<file path="config.mk">
export PLATFORM = sky130hd
export DESIGN_NAME = four_sensor_sun_tracker_step_flat
export DESIGN_NICKNAME = d
export VERILOG_FILES = /design/src/ssst_pkg.sv /design/src/ssst_if.sv /design/src/four_sensor_sun_tracker_step.sv /design/src/ssst_front.sv /design/src/ssst_queue.sv /design/src/ssst_back.sv /design/src/flat_wrapper.sv
export SDC_FILE = /design/constraint.sdc
export NUM_CORES = 1
export LEC_CHECK = 0
export BUFFER_PORTS_ARGS = -buffer_cell sky130_fd_sc_hd__buf_2
export CORE_ASPECT_RATIO = 0.6
export CORE_MARGIN = 1
export CORE_UTILIZATION = 50
export DETAILED_ROUTE_END_ITERATION = 6
export PLACE_DENSITY = 0.78
export SYNTH_ARGS = -nofsm -noshare
export SYNTH_HDL_FRONTEND = slang
export SYNTH_HIERARCHICAL = 1
export SYNTH_SLANG_ARGS = --single-unit
</file>
<file path="constraint.sdc">
create_clock -name clk -period 8.5 [get_ports clk]
set_input_delay 1.7 -clock clk [delete_from_list [all_inputs] [get_ports clk]]
set_output_delay 1.7 -clock clk [all_outputs]
set_load 0.02 [all_outputs]
</file>
<file path="src/ssst_pkg.sv">
// shared constants, types and register codes for the four sensor sun tracker
`timescale 1ns / 1ps
package ssst_pkg;

	// sample width of one light sensor reading
	localparam int SAMPLE_BITS = 10;

	// fixed field widths
	localparam int AVG_W = 10;
	localparam int POS_W = 9;
	localparam int TOL_W = 7;

	// working width for pair means, at least as wide as the reported field
	localparam int AW = (SAMPLE_BITS > AVG_W) ? SAMPLE_BITS : AVG_W;
	localparam int SUM_W = AW + 1;
	localparam int MSUM_W = AW + 2;

	// adaptive tolerance and settle delay
	localparam int MEAN_LIMIT = 300;
	localparam int MEAN_OFFSET = 10;
	localparam int TOL_BASE = 5;
	localparam int DLY_BASE = 100;
	localparam int FLAT_VALUE = 50;

	// 95/290 reduces to 19/58, 50/290 to 5/29
	localparam int TOL_NUM = 19;
	localparam int TOL_DEN = 58;
	localparam int DLY_NUM = 5;
	localparam int DLY_DEN = 29;
	localparam int RECIP_SHIFT = 16;
	localparam int TOL_RECIP = (1 << RECIP_SHIFT) / TOL_DEN;
	localparam int DLY_RECIP = (1 << RECIP_SHIFT) / DLY_DEN;

	// offset magnitude is at most 289, scaled products at most 5491 and 1445
	localparam int AD_W = 9;
	localparam int XW = 13;
	localparam int YW = 11;
	localparam int PX_W = XW + 11;
	localparam int PY_W = YW + 12;
	localparam int TQ_W = 7;
	localparam int DQ_W = 6;

	// axis reset values
	localparam int POS_RESET = 90;
	localparam int MIN_RESET = 0;
	localparam int MAX_RESET = 270;

	// queue between front and back
	localparam int QUEUE_DEPTH = 4;
	localparam int QPTR_W = 2;
	localparam int QCNT_W = 3;

	localparam int CFG_IDX_W = 2;

	typedef enum logic [CFG_IDX_W-1:0] {
		REG_VERT_MIN,
		REG_VERT_MAX,
		REG_HORIZ_MIN,
		REG_HORIZ_MAX
	} cfg_reg_t;

	// one classified item waiting for the axis update
	typedef struct packed {
		logic [AVG_W-1:0] avg_top;
		logic [AVG_W-1:0] avg_bottom;
		logic [AVG_W-1:0] avg_left;
		logic [AVG_W-1:0] avg_right;
		logic [TOL_W-1:0] tolerance;
		logic [TOL_W-1:0] settle_delay;
		logic             v_move;
		logic             v_inc;
		logic             h_move;
		logic             h_inc;
	} item_t;

endpackage

</file>
<file path="src/ssst_if.sv">
// sensor and result channel interfaces
`timescale 1ns / 1ps
interface ssst_sensor_if;
	logic                             valid;
	logic                             ready;
	logic [ssst_pkg::SAMPLE_BITS-1:0] sensor_0;
	logic [ssst_pkg::SAMPLE_BITS-1:0] sensor_1;
	logic [ssst_pkg::SAMPLE_BITS-1:0] sensor_2;
	logic [ssst_pkg::SAMPLE_BITS-1:0] sensor_3;

	modport source (output valid, sensor_0, sensor_1, sensor_2, sensor_3, input ready);
	modport sink (input valid, sensor_0, sensor_1, sensor_2, sensor_3, output ready);
endinterface

interface ssst_result_if;
	logic                       valid;
	logic                       ready;
	logic [ssst_pkg::POS_W-1:0] vert_position;
	logic [ssst_pkg::POS_W-1:0] horiz_position;
	logic                       vert_moved;
	logic                       horiz_moved;
	logic [ssst_pkg::AVG_W-1:0] avg_top;
	logic [ssst_pkg::AVG_W-1:0] avg_bottom;
	logic [ssst_pkg::AVG_W-1:0] avg_left;
	logic [ssst_pkg::AVG_W-1:0] avg_right;
	logic [ssst_pkg::TOL_W-1:0] tolerance;
	logic [ssst_pkg::TOL_W-1:0] settle_delay;

	modport source (output valid, vert_position, horiz_position, vert_moved, horiz_moved,
		avg_top, avg_bottom, avg_left, avg_right, tolerance, settle_delay, input ready);
	modport sink (input valid, vert_position, horiz_position, vert_moved, horiz_moved,
		avg_top, avg_bottom, avg_left, avg_right, tolerance, settle_delay, output ready);
endinterface

</file>
<file path="src/four_sensor_sun_tracker_step.sv">
// top level of the four sensor dual axis sun tracker step
//
// in_ch carries one set of four light readings per transaction; out_ch
// returns one result per set: both axis positions after the step, the move
// flags, the four pair means, the tolerance and the settle delay.
// the cfg port writes the axis limits by index (vert_min, vert_max,
// horiz_min, horiz_max); write only while no set is in flight.
// a set accepted on in_ch passes front stages s1 and s2, the queue and the
// back result register before it shows on out_ch. throughput: one set per
// clock while the receiver is ready, through the two stage tolerance/delay
// divider pipeline in the front and the axis update in the back.
// the front keeps a four entry queue toward the back and accepts a new set
// only while queue plus front stages have room, so a stalled receiver
// fills the queue and then drops in_ch.ready; nothing is lost.
// reset clears the pipeline and queue, sets both positions to 90 and the
// limits to 0 and 270.
`timescale 1ns / 1ps
module four_sensor_sun_tracker_step (
	input  logic                           clk,
	input  logic                           arst_n,
	ssst_sensor_if.sink                    in_ch,
	ssst_result_if.source                  out_ch,
	input  logic                           cfg_we,
	input  logic [ssst_pkg::CFG_IDX_W-1:0] cfg_index,
	input  logic [ssst_pkg::POS_W-1:0]     cfg_data
);
	import ssst_pkg::*;

	logic              push, pop, q_not_empty;
	item_t             push_item, q_head;
	logic [QCNT_W-1:0] q_count;

	ssst_front u_front (
		.clk       (clk),
		.arst_n    (arst_n),
		.in_ch     (in_ch),
		.q_count   (q_count),
		.push      (push),
		.push_item (push_item)
	);

	ssst_queue u_queue (
		.clk       (clk),
		.arst_n    (arst_n),
		.push      (push),
		.push_item (push_item),
		.pop       (pop),
		.head      (q_head),
		.not_empty (q_not_empty),
		.count     (q_count)
	);

	ssst_back u_back (
		.clk         (clk),
		.arst_n      (arst_n),
		.cfg_we      (cfg_we),
		.cfg_index   (cfg_index),
		.cfg_data    (cfg_data),
		.q_not_empty (q_not_empty),
		.q_head      (q_head),
		.q_pop       (pop),
		.out_ch      (out_ch)
	);

endmodule

</file>
<file path="src/ssst_front.sv">
// front: accepts sensor sets, forms means, tolerance, delay and move decisions
`timescale 1ns / 1ps
module ssst_front (
	input  logic                        clk,
	input  logic                        arst_n,
	ssst_sensor_if.sink                 in_ch,
	input  logic [ssst_pkg::QCNT_W-1:0] q_count,
	output logic                        push,
	output ssst_pkg::item_t             push_item
);
	import ssst_pkg::*;

	// stage 0 combinational
	logic [SUM_W-1:0]  sum_tb, sum_bb, sum_lf, sum_rt;
	logic [AW-1:0]     top, bot, lft, rgt, mean;
	logic [MSUM_W-1:0] mean_sum;
	logic [AW:0]       dv, dh;
	logic              in_range, neg;
	logic [AD_W-1:0]   ad;
	logic [QCNT_W-1:0] occupancy;

	// stage 1
	logic              v_s1;
	logic [AVG_W-1:0]  top_s1, bot_s1, lft_s1, rgt_s1;
	logic [XW-1:0]     x_s1;
	logic [YW-1:0]     y_s1;
	logic              neg_s1, inr_s1, vinc_s1, hinc_s1;
	logic [AW-1:0]     adv_s1, adh_s1;

	// stage 2
	logic              v_s2;
	logic [AVG_W-1:0]  top_s2, bot_s2, lft_s2, rgt_s2;
	logic [XW-1:0]     x_s2;
	logic [YW-1:0]     y_s2;
	logic [TQ_W-1:0]   qx_s2;
	logic [DQ_W-1:0]   qy_s2;
	logic              neg_s2, inr_s2, vinc_s2, hinc_s2;
	logic [AW-1:0]     adv_s2, adh_s2;

	logic [PX_W-1:0]   px;
	logic [PY_W-1:0]   py;
	logic [XW-1:0]     rx;
	logic [YW-1:0]     ry;
	logic [TQ_W-1:0]   tq;
	logic [DQ_W-1:0]   dq;
	logic [TOL_W-1:0]  tol, dly;

	// room for everything already in flight plus the new set
	assign occupancy = q_count + QCNT_W'(v_s1) + QCNT_W'(v_s2);
	assign in_ch.ready = occupancy < QCNT_W'(QUEUE_DEPTH);

	always_comb begin
		sum_tb = SUM_W'(in_ch.sensor_0) + SUM_W'(in_ch.sensor_1);
		sum_bb = SUM_W'(in_ch.sensor_2) + SUM_W'(in_ch.sensor_3);
		sum_lf = SUM_W'(in_ch.sensor_0) + SUM_W'(in_ch.sensor_2);
		sum_rt = SUM_W'(in_ch.sensor_1) + SUM_W'(in_ch.sensor_3);
		top = sum_tb[AW:1];
		bot = sum_bb[AW:1];
		lft = sum_lf[AW:1];
		rgt = sum_rt[AW:1];
		mean_sum = MSUM_W'(top) + MSUM_W'(bot) + MSUM_W'(lft) + MSUM_W'(rgt);
		mean = mean_sum[MSUM_W-1:2];
		dv = {1'b0, top} - {1'b0, bot};
		dh = {1'b0, lft} - {1'b0, rgt};
		in_range = (mean != '0) && (mean < AW'(MEAN_LIMIT));
		neg = mean < AW'(MEAN_OFFSET);
		ad = neg ? AD_W'(AW'(MEAN_OFFSET) - mean) : AD_W'(mean - AW'(MEAN_OFFSET));
	end

	always_ff @(posedge clk or negedge arst_n) begin
		if (!arst_n) begin
			v_s1 <= 1'b0;
			v_s2 <= 1'b0;
		end else begin
			v_s1 <= in_ch.valid && in_ch.ready;
			v_s2 <= v_s1;
		end
	end

	always_ff @(posedge clk) begin
		top_s1  <= top[AVG_W-1:0];
		bot_s1  <= bot[AVG_W-1:0];
		lft_s1  <= lft[AVG_W-1:0];
		rgt_s1  <= rgt[AVG_W-1:0];
		x_s1    <= XW'(ad) * XW'(TOL_NUM);
		y_s1    <= YW'(ad) * YW'(DLY_NUM);
		neg_s1  <= neg;
		inr_s1  <= in_range;
		adv_s1  <= dv[AW] ? AW'(-dv) : dv[AW-1:0];
		adh_s1  <= dh[AW] ? AW'(-dh) : dh[AW-1:0];
		vinc_s1 <= !dv[AW] && (dv != '0);
		hinc_s1 <= dh[AW] || (dh == '0);
	end

	// reciprocal estimate, at most one below the true quotient
	assign px = PX_W'(x_s1) * PX_W'(TOL_RECIP);
	assign py = PY_W'(y_s1) * PY_W'(DLY_RECIP);

	always_ff @(posedge clk) begin
		top_s2  <= top_s1;
		bot_s2  <= bot_s1;
		lft_s2  <= lft_s1;
		rgt_s2  <= rgt_s1;
		x_s2    <= x_s1;
		y_s2    <= y_s1;
		qx_s2   <= px[RECIP_SHIFT +: TQ_W];
		qy_s2   <= py[RECIP_SHIFT +: DQ_W];
		neg_s2  <= neg_s1;
		inr_s2  <= inr_s1;
		adv_s2  <= adv_s1;
		adh_s2  <= adh_s1;
		vinc_s2 <= vinc_s1;
		hinc_s2 <= hinc_s1;
	end

	always_comb begin
		rx = x_s2 - XW'(qx_s2) * XW'(TOL_DEN);
		ry = y_s2 - YW'(qy_s2) * YW'(DLY_DEN);
		tq = (rx >= XW'(TOL_DEN)) ? qx_s2 + TQ_W'(1) : qx_s2;
		dq = (ry >= YW'(DLY_DEN)) ? qy_s2 + DQ_W'(1) : qy_s2;
		if (!inr_s2) begin
			tol = TOL_W'(FLAT_VALUE);
			dly = TOL_W'(FLAT_VALUE);
		end else if (neg_s2) begin
			// mean below the offset: quotients truncate toward zero
			tol = TOL_W'(TOL_BASE) - TOL_W'(tq);
			dly = TOL_W'(DLY_BASE) + TOL_W'(dq);
		end else begin
			tol = TOL_W'(TOL_BASE) + TOL_W'(tq);
			dly = TOL_W'(DLY_BASE) - TOL_W'(dq);
		end
	end

	assign push = v_s2;

	always_comb begin
		push_item.avg_top      = top_s2;
		push_item.avg_bottom   = bot_s2;
		push_item.avg_left     = lft_s2;
		push_item.avg_right    = rgt_s2;
		push_item.tolerance    = tol;
		push_item.settle_delay = dly;
		push_item.v_move       = adv_s2 > AW'(tol);
		push_item.v_inc        = vinc_s2;
		push_item.h_move       = adh_s2 > AW'(tol);
		push_item.h_inc        = hinc_s2;
	end

endmodule

</file>
<file path="src/ssst_queue.sv">
// short queue of classified items between front and back
`timescale 1ns / 1ps
module ssst_queue (
	input  logic                        clk,
	input  logic                        arst_n,
	input  logic                        push,
	input  ssst_pkg::item_t             push_item,
	input  logic                        pop,
	output ssst_pkg::item_t             head,
	output logic                        not_empty,
	output logic [ssst_pkg::QCNT_W-1:0] count
);
	import ssst_pkg::*;

	item_t             mem_q [QUEUE_DEPTH];
	logic [QPTR_W-1:0] wr_ptr_q, rd_ptr_q;
	logic [QCNT_W-1:0] count_q;

	always_ff @(posedge clk or negedge arst_n) begin
		if (!arst_n) begin
			wr_ptr_q <= '0;
			rd_ptr_q <= '0;
			count_q  <= '0;
		end else begin
			if (push) begin
				wr_ptr_q <= wr_ptr_q + QPTR_W'(1);
			end
			if (pop) begin
				rd_ptr_q <= rd_ptr_q + QPTR_W'(1);
			end
			count_q <= count_q + QCNT_W'(push) - QCNT_W'(pop);
		end
	end

	always_ff @(posedge clk) begin
		if (push) begin
			mem_q[wr_ptr_q] <= push_item;
		end
	end

	assign head      = mem_q[rd_ptr_q];
	assign not_empty = count_q != '0;
	assign count     = count_q;

endmodule

</file>
<file path="src/ssst_back.sv">
// back: steps and clamps both axes, holds the result register and the limits
`timescale 1ns / 1ps
module ssst_back (
	input  logic                           clk,
	input  logic                           arst_n,
	input  logic                           cfg_we,
	input  logic [ssst_pkg::CFG_IDX_W-1:0] cfg_index,
	input  logic [ssst_pkg::POS_W-1:0]     cfg_data,
	input  logic                           q_not_empty,
	input  ssst_pkg::item_t                q_head,
	output logic                           q_pop,
	ssst_result_if.source                  out_ch
);
	import ssst_pkg::*;

	localparam logic signed [POS_W+1:0] PSTEP = 1;

	logic [POS_W-1:0] vert_min_q, vert_max_q, horiz_min_q, horiz_max_q;
	logic [POS_W-1:0] vert_pos_q, horiz_pos_q;
	logic             out_valid_q;
	item_t            out_item_q;
	logic [POS_W-1:0] vert_next, horiz_next;

	// min is checked first, so inverted limits still give a defined answer
	function automatic logic [POS_W-1:0] step_clamp(input logic [POS_W-1:0] pos,
		input logic inc, input logic [POS_W-1:0] lo, input logic [POS_W-1:0] hi);
		logic signed [POS_W+1:0] base, p, lo_s, hi_s;
		logic [POS_W-1:0]        r;
		base = $signed({2'b00, pos});
		lo_s = $signed({2'b00, lo});
		hi_s = $signed({2'b00, hi});
		p = inc ? base + PSTEP : base - PSTEP;
		if (p < lo_s) begin
			r = lo;
		end else if (p > hi_s) begin
			r = hi;
		end else begin
			r = p[POS_W-1:0];
		end
		return r;
	endfunction

	assign q_pop = q_not_empty && (!out_valid_q || out_ch.ready);

	always_comb begin
		vert_next  = q_head.v_move ?
			step_clamp(vert_pos_q, q_head.v_inc, vert_min_q, vert_max_q) : vert_pos_q;
		horiz_next = q_head.h_move ?
			step_clamp(horiz_pos_q, q_head.h_inc, horiz_min_q, horiz_max_q) : horiz_pos_q;
	end

	always_ff @(posedge clk or negedge arst_n) begin
		if (!arst_n) begin
			vert_min_q  <= POS_W'(MIN_RESET);
			vert_max_q  <= POS_W'(MAX_RESET);
			horiz_min_q <= POS_W'(MIN_RESET);
			horiz_max_q <= POS_W'(MAX_RESET);
		end else if (cfg_we) begin
			case (cfg_reg_t'(cfg_index))
				REG_VERT_MIN:  vert_min_q  <= cfg_data;
				REG_VERT_MAX:  vert_max_q  <= cfg_data;
				REG_HORIZ_MIN: horiz_min_q <= cfg_data;
				REG_HORIZ_MAX: horiz_max_q <= cfg_data;
				default: ;
			endcase
		end
	end

	always_ff @(posedge clk or negedge arst_n) begin
		if (!arst_n) begin
			vert_pos_q  <= POS_W'(POS_RESET);
			horiz_pos_q <= POS_W'(POS_RESET);
			out_valid_q <= 1'b0;
		end else begin
			if (q_pop) begin
				vert_pos_q  <= vert_next;
				horiz_pos_q <= horiz_next;
				out_valid_q <= 1'b1;
			end else if (out_ch.ready) begin
				out_valid_q <= 1'b0;
			end
		end
	end

	always_ff @(posedge clk) begin
		if (q_pop) begin
			out_item_q <= q_head;
		end
	end

	// positions only change on a pop, so the state registers drive the output
	assign out_ch.valid          = out_valid_q;
	assign out_ch.vert_position  = vert_pos_q;
	assign out_ch.horiz_position = horiz_pos_q;
	assign out_ch.vert_moved     = out_item_q.v_move;
	assign out_ch.horiz_moved    = out_item_q.h_move;
	assign out_ch.avg_top        = out_item_q.avg_top;
	assign out_ch.avg_bottom     = out_item_q.avg_bottom;
	assign out_ch.avg_left       = out_item_q.avg_left;
	assign out_ch.avg_right      = out_item_q.avg_right;
	assign out_ch.tolerance      = out_item_q.tolerance;
	assign out_ch.settle_delay   = out_item_q.settle_delay;

endmodule

</file>
<file path="src/flat_wrapper.sv">
// flat-port wrapper written by rule: the top's interface ports become plain ports
module four_sensor_sun_tracker_step_flat import ssst_pkg::*;
  (clk, arst_n, cfg_we, cfg_index, cfg_data, in_ch_valid, in_ch_sensor_0, in_ch_sensor_1, in_ch_sensor_2, in_ch_sensor_3, in_ch_ready, out_ch_valid, out_ch_vert_position, out_ch_horiz_position, out_ch_vert_moved, out_ch_horiz_moved, out_ch_avg_top, out_ch_avg_bottom, out_ch_avg_left, out_ch_avg_right, out_ch_tolerance, out_ch_settle_delay, out_ch_ready);
  ssst_sensor_if in_ch_i ();
  ssst_result_if out_ch_i ();
  input  logic clk;
  input  logic arst_n;
  input  logic cfg_we;
  input  logic [ssst_pkg::CFG_IDX_W-1:0] cfg_index;
  input  logic [ssst_pkg::POS_W-1:0] cfg_data;
  input wire logic [$bits(in_ch_i.valid)-1:0] in_ch_valid;
  input wire logic [$bits(in_ch_i.sensor_0)-1:0] in_ch_sensor_0;
  input wire logic [$bits(in_ch_i.sensor_1)-1:0] in_ch_sensor_1;
  input wire logic [$bits(in_ch_i.sensor_2)-1:0] in_ch_sensor_2;
  input wire logic [$bits(in_ch_i.sensor_3)-1:0] in_ch_sensor_3;
  output wire logic [$bits(in_ch_i.ready)-1:0] in_ch_ready;
  output wire logic [$bits(out_ch_i.valid)-1:0] out_ch_valid;
  output wire logic [$bits(out_ch_i.vert_position)-1:0] out_ch_vert_position;
  output wire logic [$bits(out_ch_i.horiz_position)-1:0] out_ch_horiz_position;
  output wire logic [$bits(out_ch_i.vert_moved)-1:0] out_ch_vert_moved;
  output wire logic [$bits(out_ch_i.horiz_moved)-1:0] out_ch_horiz_moved;
  output wire logic [$bits(out_ch_i.avg_top)-1:0] out_ch_avg_top;
  output wire logic [$bits(out_ch_i.avg_bottom)-1:0] out_ch_avg_bottom;
  output wire logic [$bits(out_ch_i.avg_left)-1:0] out_ch_avg_left;
  output wire logic [$bits(out_ch_i.avg_right)-1:0] out_ch_avg_right;
  output wire logic [$bits(out_ch_i.tolerance)-1:0] out_ch_tolerance;
  output wire logic [$bits(out_ch_i.settle_delay)-1:0] out_ch_settle_delay;
  input wire logic [$bits(out_ch_i.ready)-1:0] out_ch_ready;
  assign in_ch_i.valid = in_ch_valid;
  assign in_ch_i.sensor_0 = in_ch_sensor_0;
  assign in_ch_i.sensor_1 = in_ch_sensor_1;
  assign in_ch_i.sensor_2 = in_ch_sensor_2;
  assign in_ch_i.sensor_3 = in_ch_sensor_3;
  assign in_ch_ready = in_ch_i.ready;
  assign out_ch_valid = out_ch_i.valid;
  assign out_ch_vert_position = out_ch_i.vert_position;
  assign out_ch_horiz_position = out_ch_i.horiz_position;
  assign out_ch_vert_moved = out_ch_i.vert_moved;
  assign out_ch_horiz_moved = out_ch_i.horiz_moved;
  assign out_ch_avg_top = out_ch_i.avg_top;
  assign out_ch_avg_bottom = out_ch_i.avg_bottom;
  assign out_ch_avg_left = out_ch_i.avg_left;
  assign out_ch_avg_right = out_ch_i.avg_right;
  assign out_ch_tolerance = out_ch_i.tolerance;
  assign out_ch_settle_delay = out_ch_i.settle_delay;
  assign out_ch_i.ready = out_ch_ready;
  four_sensor_sun_tracker_step u_core (.clk(clk), .arst_n(arst_n), .in_ch(in_ch_i), .out_ch(out_ch_i), .cfg_we(cfg_we), .cfg_index(cfg_index), .cfg_data(cfg_data));
endmodule
</file>
==> flow_metrics.py <==
metrics = {
    "cts": {
        "tritoncts": "built",
        "cts_buffers": 46,
        "cts.htree.levels": 2,
        "ctsRootBufferMaster": "clkbuf_16",
        "path_clk_slew_ps": 70,
        "cts_sinks": 539,
        "hold_buffers": 0,
        "clock_latency_ps": 590,
        "clock_path_buffers": 3,
    },
    "worst_setup_path": {
        "crit_slowest_cell": "fa_1",
        "worst_ep_arrival_time_ps": 8970,
        "critPathKind": "in -> reg",
        "crit_top_cell": "a21oi_2",
        "critPathMaxFanout": 6,
        "crit_required_ps": 9010,
        "slowest_delay_ps": 520,
        "worstSetupEndpointType": "flip-flop",
        "critPathLaunchType": "input port",
    },
    "drt": {
        "dr_total_vias": 19400,
        "via_per_inst": 5.39,
        "wire_per_inst_um": 18.8,
        "drtIter0Drc": 1216,
        "routed_wirelength_um": 67900,
        "antenna_left": 0,
        "drcViolationCount": 0,
        "drtPass1Iterations": 5,
    },
    "sta": {
        "finalCriticalPeriod_ps": 8460,
        "fin_skew_ps": 20.4,
        "finalCritPeriodShare_pct": 99.5,
        "final-hold-violation-count": 0,
        "drv_slew": 0,
        "worstMarginPinSlew_ps": 961,
        "max_freq_mhz": 118,
        "slew_headroom_pct": 35.9,
        "setup_viol": 0,
        "rsz0062_at_grt": "yes",
    },
    "placed_design": {
        "placed_cells": 3505,
        "gp_congestion": 0.960,
        "portBuffers": 131,
        "hpwl_um": 51800,
    },
    "yosys": {
        "ys_types": 99,
        "synth_edf_count": 288,
        "synth.cell_area_um2": 30400,
        "ys_seq_area_share_pct": 46.1,
        "ys_top_cells_by_area": "edfxtp_1 28%, ha_1 16%, dfxtp_1 12%, fa_1 6.8%, inv_1 4.5%",
        "synthCells": 2446,
        "synth_top_cell_by_area": "edfxtp_1",
        "synth_top_area_share_pct": 28.4,
        "synth_commonest_cells": "399 x ha_1, 362 x inv_1, 288 x edfxtp_1",
        "synth_nets": 3005,
        "async_flop_share_pct": 11.9,
        "postSynthAreaPerCell_um2": 12.4,
        "yosys_warnings": 6,
        "synth.most_common_cell": "ha_1",
        "synth_flop_cell": "edfxtp_1",
        "ys_ff_latch": 539,
    },
    "final_layout": {
        "antenna_cells": 0,
        "area_growth_pct": 14.6,
        "instances_no_fill": 3603,
        "drive_gt1_share_pct": 20.5,
        "n_fill_cell": 4674,
        "nNetsFinal": 3309,
    },
    "floorplanning": {
        "die_x_um": 320,
        "rows": 69,
        "coreArea_um2": 59700,
        "die_height_um": 193,
        "start_util_pct": 51.0,
        "io_pins": 132,
        "die-area_um2": 61900,
    },
    "global_route": {
        "overflow": 0,
        "grt_start_max_net_pins": 65,
        "grt_pass1_wl_um": 107000,
        "antenna_found_initial": 4,
        "grt_pass1_vias": 19500,
        "grt_usage_pct": 21.9,
    },
    "status": {
        "status": "finished clean",
    },
    "hold_path": {
        "min_path_type": "reg -> reg",
    },
    "flow_run": {
        "cap_violations": 0,
    },
}
state kept, by name (all words and copies together) (netlist names), 11 cells and up:
signal and flops:
u_core/u_front/x_s2 12, u_core/u_front/x_s1 12, u_core/u_front/y_s2 11, u_core/u_queue/mem_q 232
u_core/u_front/y_s1 11
logic make-up (layout without fill, tap and decap cells):
| kind of cell | count (synthesis) | in the layout | share of synthesized area, % |
|---|---|---|---|
| AOI/OAI and AO/OA | 386 | 386 | 8.29 |
| and+or+nand+nor | 343 | 343 | 5.92 |
| muxes | 114 | 114 | 6.31 |
| adders and majority gates | 503 | 503 | 23.2 |
| buffers and inverters | 401 | 742 | 5.49 |
| xor gates and xnor gates | 160 | 160 | 4.69 |
| DFF | 539 | 539 | 46.1 |
layout make-up:
| class | instances | area (um^2) | share of cell area [%] |
|---|---|---|---|
| Clock inverter | 25 | 244 | 0.700 |
| Tap cell | 816 | 1020 | 2.93 |
| Clock buffer | 60 | 1280 | 3.68 |
| Timing Repair Buffer | 294 | 1900 | 5.46 |
| Sequential cell | 539 | 14000 | 40.2 |
| Multi-Input combinational cell | 1506 | 15000 | 43.1 |
| Inverter | 363 | 1360 | 3.91 |
cell usage in the layout, fill, tap and decap left out, types with 10 or more instances in the layout:
| master | count |
|---|---|
| buf_2 | 129 |
| buf_4 | 160 |
| o211ai_1 | 10 |
| a21oi_1 | 96 |
| a211oi_1 | 11 |
| nand2b_1 | 19 |
| mux2i_1 | 20 |
| mux4_2 | 58 |
| a22oi_1 | 10 |
| o21bai_1 | 45 |
| nor2b_1 | 15 |
| o21ai_0 | 57 |
| clkbuf_16 | 46 |
| ha_1 | 391 |
| a21o_1 | 24 |
| a21oi_2 | 23 |
| xor2_1 | 40 |
| fa_1 | 102 |
| xnor2_1 | 114 |
| mux2_2 | 32 |
| o21ai_1 | 23 |
| a31oi_1 | 15 |
| dfrtp_1 | 46 |
| and3_1 | 14 |
| dfxtp_1 | 187 |
| edfxtp_1 | 288 |
| inv_1 | 358 |
| nor3_1 | 23 |
| nor2_1 | 70 |
| dfstp_2 | 16 |
| nand3_1 | 27 |
| and2_1 | 14 |
| nand2_1 | 75 |
stage by stage:
step	utilization, %	cell area (um^2)	setup slack [ps]	hold WS, ps	setup TNS [ps]
2_1_floorplan	-	30500	-176	310	-176
5_1_grt	58.4	34900	-257	332	-472
3_3_place_gp	55.4	33000	-605	312	-2110
3_5_place_dp	55.4	33000	-860	312	-4010
4_1_cts	58.0	34600	6.37	322	0
6_report	58.4	34900	39.9	322	0
worst max-delay path, delay by kind of cell:
family	cells	cell delay, ps
adder cells (fa/ha/maj)	6	2300
AO/OA/AOI/OAI	13	2020
buffers and inverters	5	470
multiplexers	1	250
AND/OR/NAND/NOR	11	1650
XOR/XNOR	3	560
per-layer routing:
metal	global-route usage (%)	vias to the layer above	wire length, um
met5	0	-	19
met4	3.50	2	711
met3	4.12	72	4750
met2	33.4	547	29800
met1	32.9	9596	32600
li1	-	9205	-
final timing paths:
kind                                           from                            to  slack [ps]  depth (start not counted)
setup reg to reg            u_core/u_front/qx_s2[1]    u_core/u_queue/mem_q[3][3]         640                         34
setup / recovery                  in_ch_sensor_2[0]       u_core/u_front/x_s1[12]          40                         39
hold reg to reg            u_core/u_front/adh_s1[1]      u_core/u_front/adh_s2[1]         320                          0
hold / removal             u_core/u_front/adh_s1[1]      u_core/u_front/adh_s2[1]         320                          0
min in group asynchronous                    arst_n  u_core/u_back/horiz_min_q[6]        1280                          2
max in group asynchronous                    arst_n    u_core/u_queue/rd_ptr_q[0]        6580                          2
timing repair:
action                                  4_1_cts  5_1_grt
pin swaps                                     3       27
endpoints found under the hold margin         0        0
setup buffers                                 2       11
gates cloned                                  0        0
endpoints found under the setup margin        3        7
resized for setup                             8       42
Power is left out: the tool's default activity adds up to more than one toggle a clock period on the data nets, which glitch-free logic cannot reach.
